## src/sv/u64dec_pkg.sv

```systemverilog
// shared types and constants for the 64-bit binary to decimal ascii converter
package u64dec_pkg;

    localparam int IN_W    = 64;  // width of the value field on the input stream
    localparam int OUT_W   = 16;  // result tdata: digit_char and digit_count padded to bytes
    localparam int CHAR_W  = 6;
    localparam int COUNT_W = 5;
    localparam int DIGIT_W = 4;

    localparam logic [CHAR_W-1:0] ASCII_ZERO = 6'd48;

    typedef enum logic [1:0] {
        ST_IDLE,
        ST_CONVERT,
        ST_EMIT
    } state_t;

endpackage

```

## src/sv/u64dec_dabble.sv

```systemverilog
// one shift-and-add-3 step of the binary to bcd conversion over all digits
module u64dec_dabble
    import u64dec_pkg::*;
#(
    parameter int NUM_DIGITS = 20
) (
    input  logic [NUM_DIGITS*DIGIT_W-1:0] bcd_in,
    input  logic                          bit_in,
    output logic [NUM_DIGITS*DIGIT_W-1:0] bcd_out,
    output logic                          carry_out
);

    logic [NUM_DIGITS*DIGIT_W-1:0] adjusted;

    // digits of five or more get three added so the following shift carries correctly
    always_comb begin
        for (int i = 0; i < NUM_DIGITS; i++) begin
            if (bcd_in[i*DIGIT_W +: DIGIT_W] >= DIGIT_W'(5)) begin
                adjusted[i*DIGIT_W +: DIGIT_W] = bcd_in[i*DIGIT_W +: DIGIT_W] + DIGIT_W'(3);
            end else begin
                adjusted[i*DIGIT_W +: DIGIT_W] = bcd_in[i*DIGIT_W +: DIGIT_W];
            end
        end
    end

    assign {carry_out, bcd_out} = {adjusted, bit_in};

endmodule

```

## src/sv/uint64_to_decimal_ascii.sv

```systemverilog
// top level: unsigned binary value in, decimal ascii digit stream out
//
// Each input transaction carries one unsigned value (low VALUE_WIDTH bits used). The block
// answers with one output transaction per decimal digit, most significant first, without
// leading zeros; zero gives a single '0'. tlast marks the final digit, which also carries
// the digit count. Conversion runs one value bit per cycle through a shared shift-and-add-3
// unit over a MAX_DIGITS-digit bcd register, one step per value bit; the digit scan then
// visits each bcd position in turn, whether the position is a skipped leading zero or an
// emitted digit. A value occupies the block from its acceptance until the scan has passed
// the units position; the next value is taken only after that, once the block is idle.
// Back-pressure on the output stretches the scan by the stalled cycles. s_tready is high
// only between values; the final digit may still be waiting in the output register while
// the next value is taken.
// Values with more than MAX_DIGITS digits keep only their lowest MAX_DIGITS digits.
module uint64_to_decimal_ascii
    import u64dec_pkg::*;
#(
    parameter int VALUE_WIDTH = 64,
    parameter int MAX_DIGITS  = 20
) (
    input  logic             aclk,
    input  logic             aresetn,
    // input stream
    input  logic             s_tvalid,
    output logic             s_tready,
    input  logic [IN_W-1:0]  s_tdata,   // [63:0] value
    // result stream
    output logic             m_tvalid,
    input  logic             m_tready,
    output logic [OUT_W-1:0] m_tdata,   // [5:0] digit_char, [10:6] digit_count, [15:11] zero
    output logic             m_tlast    // last digit of the value
);

    localparam int BCD_W = MAX_DIGITS * DIGIT_W;
    localparam int BW    = $clog2(VALUE_WIDTH);    // bit counter
    localparam int DW    = $clog2(MAX_DIGITS);     // digit position counter
    localparam int CW    = $clog2(MAX_DIGITS + 1); // emitted digit counter

    // sequencer
    state_t state_reg, state_next;

    // conversion datapath
    logic [VALUE_WIDTH-1:0] value_reg, value_next;
    logic [BCD_W-1:0]       bcd_reg, bcd_next;
    logic [BW-1:0]          bit_cnt_reg, bit_cnt_next;
    logic                   ovf_reg, ovf_next;       // digits beyond the bcd register seen
    logic [DW-1:0]          dig_idx_reg, dig_idx_next;
    logic                   started_reg, started_next;
    logic [CW-1:0]          emit_cnt_reg, emit_cnt_next;

    // output register
    logic                   out_valid_reg, out_valid_next;
    logic [CHAR_W-1:0]      out_char_reg, out_char_next;
    logic [COUNT_W-1:0]     out_count_reg, out_count_next;
    logic                   out_last_reg, out_last_next;

    // shared shift-and-add-3 unit
    logic [BCD_W-1:0]       step_bcd;
    logic                   step_carry;

    logic                   in_accept;
    logic                   out_free;
    logic [DIGIT_W-1:0]     top_digit;
    logic                   last_pos;
    logic                   do_emit;

    u64dec_dabble #(
        .NUM_DIGITS (MAX_DIGITS)
    ) u_dabble (
        .bcd_in    (bcd_reg),
        .bit_in    (value_reg[VALUE_WIDTH-1]),
        .bcd_out   (step_bcd),
        .carry_out (step_carry)
    );

    assign s_tready  = (state_reg == ST_IDLE);
    assign in_accept = s_tvalid && s_tready;
    assign out_free  = !out_valid_reg || m_tready;
    assign top_digit = bcd_reg[BCD_W-1 -: DIGIT_W];
    assign last_pos  = (dig_idx_reg == DW'(MAX_DIGITS - 1));
    // a leading zero is skipped unless digits were truncated or it is the units position
    assign do_emit   = started_reg || (top_digit != '0) || last_pos;

    always_ff @(posedge aclk) begin
        if (!aresetn) begin
            state_reg <= ST_IDLE;
        end else begin
            state_reg <= state_next;
        end
    end

    always_comb begin
        state_next     = state_reg;
        value_next     = value_reg;
        bcd_next       = bcd_reg;
        bit_cnt_next   = bit_cnt_reg;
        ovf_next       = ovf_reg;
        dig_idx_next   = dig_idx_reg;
        started_next   = started_reg;
        emit_cnt_next  = emit_cnt_reg;
        out_valid_next = out_valid_reg && !m_tready;
        out_char_next  = out_char_reg;
        out_count_next = out_count_reg;
        out_last_next  = out_last_reg;

        unique case (state_reg)
            ST_IDLE: begin
                if (in_accept) begin
                    value_next   = s_tdata[VALUE_WIDTH-1:0];
                    bcd_next     = '0;
                    ovf_next     = 1'b0;
                    bit_cnt_next = BW'(VALUE_WIDTH - 1);
                    state_next   = ST_CONVERT;
                end
            end
            ST_CONVERT: begin
                value_next   = {value_reg[VALUE_WIDTH-2:0], 1'b0};
                bcd_next     = step_bcd;
                ovf_next     = ovf_reg | step_carry;
                bit_cnt_next = bit_cnt_reg - BW'(1);
                if (bit_cnt_reg == '0) begin
                    dig_idx_next  = '0;
                    started_next  = ovf_reg | step_carry;
                    emit_cnt_next = '0;
                    state_next    = ST_EMIT;
                end
            end
            ST_EMIT: begin
                if (out_free) begin
                    if (do_emit) begin
                        out_valid_next = 1'b1;
                        out_char_next  = ASCII_ZERO + CHAR_W'(top_digit);
                        out_last_next  = last_pos;
                        out_count_next = last_pos ? COUNT_W'(emit_cnt_reg + CW'(1)) : '0;
                        emit_cnt_next  = emit_cnt_reg + CW'(1);
                        started_next   = 1'b1;
                    end
                    bcd_next     = {bcd_reg[BCD_W-DIGIT_W-1:0], {DIGIT_W{1'b0}}};
                    dig_idx_next = dig_idx_reg + DW'(1);
                    if (last_pos) begin
                        state_next = ST_IDLE;
                    end
                end
            end
            default: begin
                state_next = ST_IDLE;
            end
        endcase
    end

    always_ff @(posedge aclk) begin
        if (!aresetn) begin
            out_valid_reg <= 1'b0;
        end else begin
            out_valid_reg <= out_valid_next;
        end
    end

    // payload and working registers need no reset
    always_ff @(posedge aclk) begin
        value_reg     <= value_next;
        bcd_reg       <= bcd_next;
        bit_cnt_reg   <= bit_cnt_next;
        ovf_reg       <= ovf_next;
        dig_idx_reg   <= dig_idx_next;
        started_reg   <= started_next;
        emit_cnt_reg  <= emit_cnt_next;
        out_char_reg  <= out_char_next;
        out_count_reg <= out_count_next;
        out_last_reg  <= out_last_next;
    end

    assign m_tvalid = out_valid_reg;
    assign m_tdata  = {{(OUT_W - CHAR_W - COUNT_W){1'b0}}, out_count_reg, out_char_reg};
    assign m_tlast  = out_last_reg;

`ifndef SYNTHESIS
    // the final digit carries a count between one and the digit capacity
    assert property (@(posedge aclk) disable iff (!aresetn)
        m_tvalid && m_tlast |-> (m_tdata[10:6] != '0) &&
                                (m_tdata[10:6] <= COUNT_W'(MAX_DIGITS)))
        else $error("digit count out of range on last digit");

    // other digits carry a zero count
    assert property (@(posedge aclk) disable iff (!aresetn)
        m_tvalid && !m_tlast |-> (m_tdata[10:6] == '0))
        else $error("digit count set on a non-final digit");

    // only decimal digit characters leave the block
    assert property (@(posedge aclk) disable iff (!aresetn)
        m_tvalid |-> (m_tdata[5:0] >= ASCII_ZERO) && (m_tdata[5:0] <= ASCII_ZERO + CHAR_W'(9)))
        else $error("non-digit character emitted");

    // an accepted value starts conversion at its top bit
    assert property (@(posedge aclk) disable iff (!aresetn)
        in_accept |=> (state_reg == ST_CONVERT) && (bit_cnt_reg == BW'(VALUE_WIDTH - 1)))
        else $error("conversion did not start after transaction");

    // scan leaves only after the units position
    assert property (@(posedge aclk) disable iff (!aresetn)
        (state_reg == ST_EMIT) && !last_pos |=> (state_reg == ST_EMIT))
        else $error("digit scan ended early");
`endif

endmodule

```

## config.mk

```make
export PLATFORM = sky130hd
export DESIGN_NAME = uint64_to_decimal_ascii
export DESIGN_NICKNAME = d
export VERILOG_FILES = /design/src/sv/u64dec_pkg.sv /design/src/sv/u64dec_dabble.sv /design/src/sv/uint64_to_decimal_ascii.sv
export SDC_FILE = /design/constraint.sdc
export NUM_CORES = 1
export LEC_CHECK = 0
export BUFFER_PORTS_ARGS = -buffer_cell sky130_fd_sc_hd__clkbuf_2
export CORE_MARGIN = 10
export CORE_UTILIZATION = 58
export CTS_CLUSTER_SIZE = 16
export DETAILED_ROUTE_END_ITERATION = 8
export GPL_TIMING_DRIVEN = 0
export PLACE_DENSITY = 0.89
export SYNTH_ARGS = -nofsm -noshare
export SYNTH_HDL_FRONTEND = slang
export SYNTH_HIERARCHICAL = 1
export SYNTH_SLANG_ARGS = --single-unit
```

## constraint.sdc

```tcl
create_clock -name aclk -period 12.75 [get_ports aclk]
set_clock_uncertainty 0.15 [all_clocks]
set_input_delay 2.55 -clock aclk [delete_from_list [all_inputs] [get_ports aclk]]
set_output_delay 2.55 -clock aclk [all_outputs]
set_load 0.05 [all_outputs]
```

# [Word-level counts from Yosys, hierarchy flattened]
# Index checks and enable logic that the tools add are counted.
[totals] register_bits=177 inputBits=68 output_inout_bits=19 elab_cells=131
[classes] n_addsub=24 magnitude_cmp=20 eq_ne=8 mux=47 n_bitwise=1 n_reduce_logical=19
[ops] op="case mux 80 bit (3 select lines)" n=1
[ops] op="2-to-1 mux 80 bit" n=2
[ops] op="case mux 64 bit (2 select lines)" n=1
[ops] op="adder 4 x 2 -> 4 bit (second input constant)" n=20
[ops] op="greater-or-equal comparator 4 x 3 -> 1 bit (second input constant)" n=20
[ops] op="2-to-1 mux 4 bit" n=20
[ops] op="2-to-1 mux 64 bit" n=1
[ops] op="2-to-1 mux 5 bit" n=4
[ops] op="case mux 5 bit (2 select lines)" n=2
[ops] op="case mux 6 bit (2 select lines)" n=1
[ops] op="adder 5 x 1 -> 5 bit (second input constant)" n=2
[ops] op="AND reduction 3 bit" n=3
[ops] op="2-to-1 mux 2 bit" n=4
[ops] op="!= test 2 bit (second input constant)" n=4
[ops] op="AND reduction 4 bit" n=2
[ops] op="2-to-1 mux 1 bit" n=7
[ops] op="adder 5 x 5 -> 6 bit (first input constant)" n=1
[ops] op="zero test 6 bit" n=1
[ops] op="2-to-1 mux 6 bit" n=1
[ops] op="case mux 2 bit (3 select lines)" n=1
[ops] op="subtractor 6 x 1 -> 6 bit (second input constant)" n=1
[ops] op="== test 5 bit (second input constant)" n=1
[ops] op="case mux 1 bit (2 select lines)" n=2
[ops] op="nonzero test 2 bit" n=2
[ops] op="11 further kinds" n=15

# [Depth between registers and ports, before layout]
[depth] ltp_word=6 mapped_depth=8 mapped_depth_nobuf=6

# [Cells and area by module]
# Netlist, hierarchy kept.
[modules_own_cells] mod="uint64_to_decimal_ascii" instances=1 cells_each=441 area_each_um2=7383.3 seq_area_each_um2=5225.0
[modules_own_cells] mod="u64dec_dabble" instances=1 cells_each=321 area_each_um2=2034.5 seq_area_each_um2=0.0

# [Least setup slack after synthesis]
# OpenSTA, ideal clock, no wires.
[synth_path] path_type="input -> register" start="in m_tready" end="reg bcd_reg[0] (enable)" setup_time_ns=0.519 arrival_time_ns=6.161 required_time_ns=12.081 setup_slack_ns=5.920 cell_stages=3 n_path_buf=0 path_cell_list="nand3b_1 > o21ai_0 > nor2_1"
[synth_via] elab_chain_cells=3
[synth_rtl] element="from (decl)" line="uint64_to_decimal_ascii.sv:29" text="input logic m_tready,"
[synth_rtl] element="logical OR 1 bit" line="uint64_to_decimal_ascii.sv:78" text="assign out_free = !out_valid_reg || m_tready;"
[synth_rtl] element="!= test 2 bit (no line)"
[synth_rtl] element="AND reduction 3 bit (no line)"
[synth_rtl] element="to (signal assigned)" line="uint64_to_decimal_ascii.sv:162" text="bcd_reg <= bcd_next;"
[synth_rtl] element="to (decl)" line="uint64_to_decimal_ascii.sv:44" text="logic [BCD_W-1:0] bcd_reg, bcd_next;"
# No other way between the ends.
# A chain may end at the register's enable or synchronous reset.

# [Worst setup path in the final report]
[layout_path] start="in m_tready" end="reg bcd_reg[40] (enable)"
# Same word-level chain as after synthesis.

==> impl_summary.txt <==
----------------------------------------------------
[Min path]
  Beginning of the worst hold path ... state_reg[0]$_SDFFE_PN0P_
  Worst Hold Endpoint ... state_reg[0]$_SDFFE_PN0P_
  Path category of the worst min-delay check ... reg2reg
  Number of cells on the worst hold path ... 2

[Synthesis]
  Simple-gate share of the synthesized area ... 9.49%
  Mean instance size in the synthesized netlist ... 12.4 sq um
  Flip-flop and latch count after synthesis ... 175
  Post-synthesis compound-gate area fraction ... 11.9%
  Mapped Cells ... 762
  Synth cell types ... 35
  Post-synthesis share of cell area spent on full adders, half adders and majority gates ... 6.38%
  Predominant post-synthesis flop cell ... sky130_fd_sc_hd__edfxtp_1
  Yosys synthesis warning count ... 6
  Synth Cell Area ... 9420 sq um
  Sequential-to-total area share from yosys stat ... 55.5%
  Share of the synthesized netlist area taken by xor and xnor gates ... 2.70%
  Multiplexer fraction of the synthesized cell area ... 9.88%
  Number of synthesized flops with an enable pin ... 172
  Dominant combinational cell family by area after synthesis ... compound AO/OA/AOI/OAI gates
  Post-synth ARST share ... 0%

[CTS]
  CTS tree ... done
  Root buffer cell ... sky130_fd_sc_hd__clkbuf_16
  Clk_lat worst skew ... 0.43 ns
  Number of post-CTS setup repair buffers ... 0
  CTS H-tree depth ... 4
  Number of buffers added by the clock tree synthesis step ... 17
  Post-cts repair resize count ... 0
  Largest buffer count on any clock path ... 2
  Clock sink count ... 175
  Total of hold buffers inserted after clock tree synthesis ... 0
  Worst-path clk slew ... 0.07 ns

[Power]
  Pwr per Cell Area ... 258 nW/um^2
  Sequential group share of total power ... 42.9%
  Cell internal power dissipation ... 1.72 mW
  Sw Share ... 37.6%
  Worst ir drop on vdd ... 0.000152 V
  Leakage component of the power ... 4.36 nW
  Share of power burned in the clock network ... 18.3%
  Net switching power of the design ... 1.04 mW
  Portion of total power attributed to combinational logic ... 38.8%

[Critical path]
  Count of buffer and inverter cells on the critical path ... 3
  Slowest library cell on the worst path ... sky130_fd_sc_hd__nor2_4
  Arrival time of data at the critical path endpoint ... 4.24 ns
  Largest fanout on the critical path ... 31
  Worst setup SP type ... input pin
  CP Data Required Time ... 12.73 ns
  Worst flop-to-flop path endpoint ... bcd_reg[40]$_DFFE_PP_
  Gate family responsible for the most delay along the worst path ... simple AND/OR/NAND/NOR gates
  Worst setup slack for register-to-register paths ... 9.88 ns
  Worst Reg-to-Reg Cells ... 8
  WS Path Type ... in2reg
  Reg2Reg Launch Point ... state_reg[0]$_SDFFE_PN0P_
  Biggest cell delay along the critical path ... 0.77 ns
  Nature of the critical path endpoint ... flip-flop
  CP cell instances ... clkbuf_2 > nand3b_1 > o21ai_0 > nor2_4 > buf_12 > buf_16

[Drt]
  Remaining DRCs ... 0
  Total via count in the routed design ... 6236
  Router iterations before antenna repair ... 7
  Routed wire per std cell ... 17.4 um
  Avg Vias per Cell ... 5.69
  Wire length reported by the detailed router ... 19.1 mm
  Initial drt markers ... 412
  Final ANT Viol Nets ... 0

[STA]
  Setup repair after global routing missed its margin ... no
  Final-report hold violation count ... 0
  Fin. max-slew vios ... 0
  Final Setup Violations ... 0
  Min Tclk post-route ... 4.26 ns
  F_max ... 0.235 GHz
  Worst Max-Slew Pin Slew ... 0.929 ns
  Final Worst Setup Slack ... 8.49 ns
  Relative slew margins ... 37.9%
  Final critical-path share of the clock period ... 33.4%
  Total Neg Setup Slack ... 0 ns

[Global route]
  Total congestion overflow after global routing ... 0
  GR Util All Layers ... 17.6%
  Via count of the first global-routing pass ... 6410
  Pin count of the biggest net entering global routing ... 72
  Wire length of the first global-routing pass ... 31.1 mm
  Number of antenna violations at the first check in global routing ... 0

[Die]
  Row count ... 46
  Area inside the core boundary ... 15900 sq um
  Initial Utilization ... 59.3%
  Chip height ... 147 um
  Area enclosed by the die boundary ... 21700 sq um
  Ports placed on the boundary ... 87
  Die outline width ... 147 um

[Status]
  Status ... finished, final reports clean

[Finish]
  Final standard cell count with taps included and fillers excluded ... 1096
  Area delta synth->final ... 13.9%
  Count of nets after finishing ... 983
  Number of diodes added for antenna fixing ... 0
  Share of cells above drive strength 1 ... 24.5%
  Largest register FFs ... 80

[Placement]
  Cell count after placement ... 1064
  Worst setup slack after placement ... 8.04 ns
  Buffers on Ports ... 79
  Final weighted congestion of routability-driven global placement ... 0.784
  Post-detailed-placement half-perimeter wirelength ... 12.8 mm

[Flow run]
  Max-capacitance violation count ... 0

----------------------------------------------------
final cells by class:
type	count	area, sq um
Tap cell	216	270
Timing Repair Buffer	81	443
Fill cell	1125	5150
Buffer	38	205
Sequential cell	175	5230
Inverter	48	180
Clock inverter	5	56.3
Clock buffer	27	513
Multi-Input combinational cell	506	3840
worst max path at each step:
stage	startpoint	end	slack (ns)	depth (start not counted)
5_1_grt	m_tready	bcd_reg[40]$_DFFE_PP_	8.37	6
2_1_floorplan	m_tready	bcd_reg[0]$_DFFE_PP_	5.92	3
3_3_place_gp	m_tready	bcd_reg[53]$_DFFE_PP_	4.38	4
6_report	m_tready	bcd_reg[40]$_DFFE_PP_	8.49	6
4_1_cts	m_tready	bcd_reg[53]$_DFFE_PP_	8.50	6
3_5_place_dp	m_tready	bcd_reg[53]$_DFFE_PP_	8.04	6
cells in the final DEF, fill, tap and decap left out, types with 3 or more instances in the layout:
master / Yosys / final
sky130_fd_sc_hd__xnor2_1: 26 / 26
sky130_fd_sc_hd__clkbuf_2: 0 / 79
sky130_fd_sc_hd__nand2b_1: 42 / 42
sky130_fd_sc_hd__clkbuf_8: 0 / 5
sky130_fd_sc_hd__and3_1: 5 / 5
sky130_fd_sc_hd__nand2_1: 88 / 88
sky130_fd_sc_hd__mux2i_1: 21 / 21
sky130_fd_sc_hd__mux2_2: 64 / 63
sky130_fd_sc_hd__nor2b_1: 6 / 6
sky130_fd_sc_hd__nor3_1: 3 / 3
sky130_fd_sc_hd__dfxtp_1: 3 / 3
sky130_fd_sc_hd__a22o_1: 76 / 76
sky130_fd_sc_hd__and2_1: 8 / 8
sky130_fd_sc_hd__o21ai_0: 23 / 23
sky130_fd_sc_hd__inv_1: 48 / 48
sky130_fd_sc_hd__ha_1: 48 / 48
sky130_fd_sc_hd__nand3_1: 6 / 6
sky130_fd_sc_hd__xor2_1: 3 / 3
sky130_fd_sc_hd__o21ai_1: 20 / 20
sky130_fd_sc_hd__nor2_1: 28 / 27
sky130_fd_sc_hd__clkbuf_16: 0 / 17
sky130_fd_sc_hd__buf_4: 9 / 9
sky130_fd_sc_hd__a21oi_2: 20 / 20
sky130_fd_sc_hd__conb_1: 2 / 7
sky130_fd_sc_hd__edfxtp_1: 172 / 172
sky130_fd_sc_hd__clkbuf_1: 16 / 21
sky130_fd_sc_hd__buf_2: 11 / 11
synthesized netlist by cell type, types with 8 or more instances:
cell type	n	share of area, %
sky130_fd_sc_hd__mux2_2	64	7.7
sky130_fd_sc_hd__edfxtp_1	172	55
sky130_fd_sc_hd__a22o_1	76	7.1
sky130_fd_sc_hd__o21ai_0	23	1.2
sky130_fd_sc_hd__mux2i_1	21	2.2
sky130_fd_sc_hd__and2_1	8	0.53
sky130_fd_sc_hd__nor2_1	28	1.1
sky130_fd_sc_hd__a21oi_2	20	1.9
sky130_fd_sc_hd__nand2_1	88	3.5
sky130_fd_sc_hd__buf_4	9	0.72
sky130_fd_sc_hd__clkbuf_1	16	0.64
sky130_fd_sc_hd__xnor2_1	26	2.4
sky130_fd_sc_hd__o21ai_1	20	1.1
sky130_fd_sc_hd__nand2b_1	42	2.8
sky130_fd_sc_hd__ha_1	48	6.4
sky130_fd_sc_hd__inv_1	48	1.9
sky130_fd_sc_hd__buf_2	11	0.58
worst reg2reg max path, stage by stage, from the launching register on:
cell	delay, ns
sky130_fd_sc_hd__dfxtp_1	0.41
sky130_fd_sc_hd__inv_1	0.09
sky130_fd_sc_hd__ha_1	0.21
sky130_fd_sc_hd__buf_6	0.14
sky130_fd_sc_hd__nand3b_1	0.09
sky130_fd_sc_hd__o21ai_0	0.22
sky130_fd_sc_hd__nor2_4	0.77
sky130_fd_sc_hd__buf_12	0.29
sky130_fd_sc_hd__buf_16	0.20
per-stage QoR:
| step | cell area, sq um | hold WS [ns] | total power [mW] | util (%) |
|---|---|---|---|---|
| 6_report | 10700 | 0.380 | 2.76 | 67.5 |
| 5_1_grt | 10700 | 0.404 | 2.95 | 67.5 |
| 4_1_cts | 10700 | 0.375 | 2.77 | 67.5 |
| 3_5_place_dp | 10200 | 0.368 | 2.24 | 64.0 |
| 3_3_place_gp | 10100 | 0.343 | 2.18 | 63.6 |
| 2_1_floorplan | 9440 | 0.319 | 1.97 | - |
metal layers:
layer	vias up	wire length [um]	global-route usage, %
li1	2959	-	-
met1	3033	8070	21.4
met2	223	9170	29.0
met3	21	1550	5.74
met4	0	261	5.95
met5	-	0	0
cells by family after synthesis:
family,count (synthesis)
AND/OR/NAND/NOR,190
flip-flops,175
AO/OA/AOI/OAI,147
buffers and inverters,86
multiplexers,85
adder cells (fa/ha/maj),48
XOR/XNOR,29
other,2
power by group through the flow:
stage	registers [mW]	clock network [mW]	logic, mW
finish	1.19	0.507	1.07
floorplan	1.17	0	0.806
detailed placement	1.19	0	1.05
global placement	1.20	0	0.983
CTS	1.19	0.510	1.07
global route	1.22	0.534	1.19
Power figures use the tool's default switching activity.
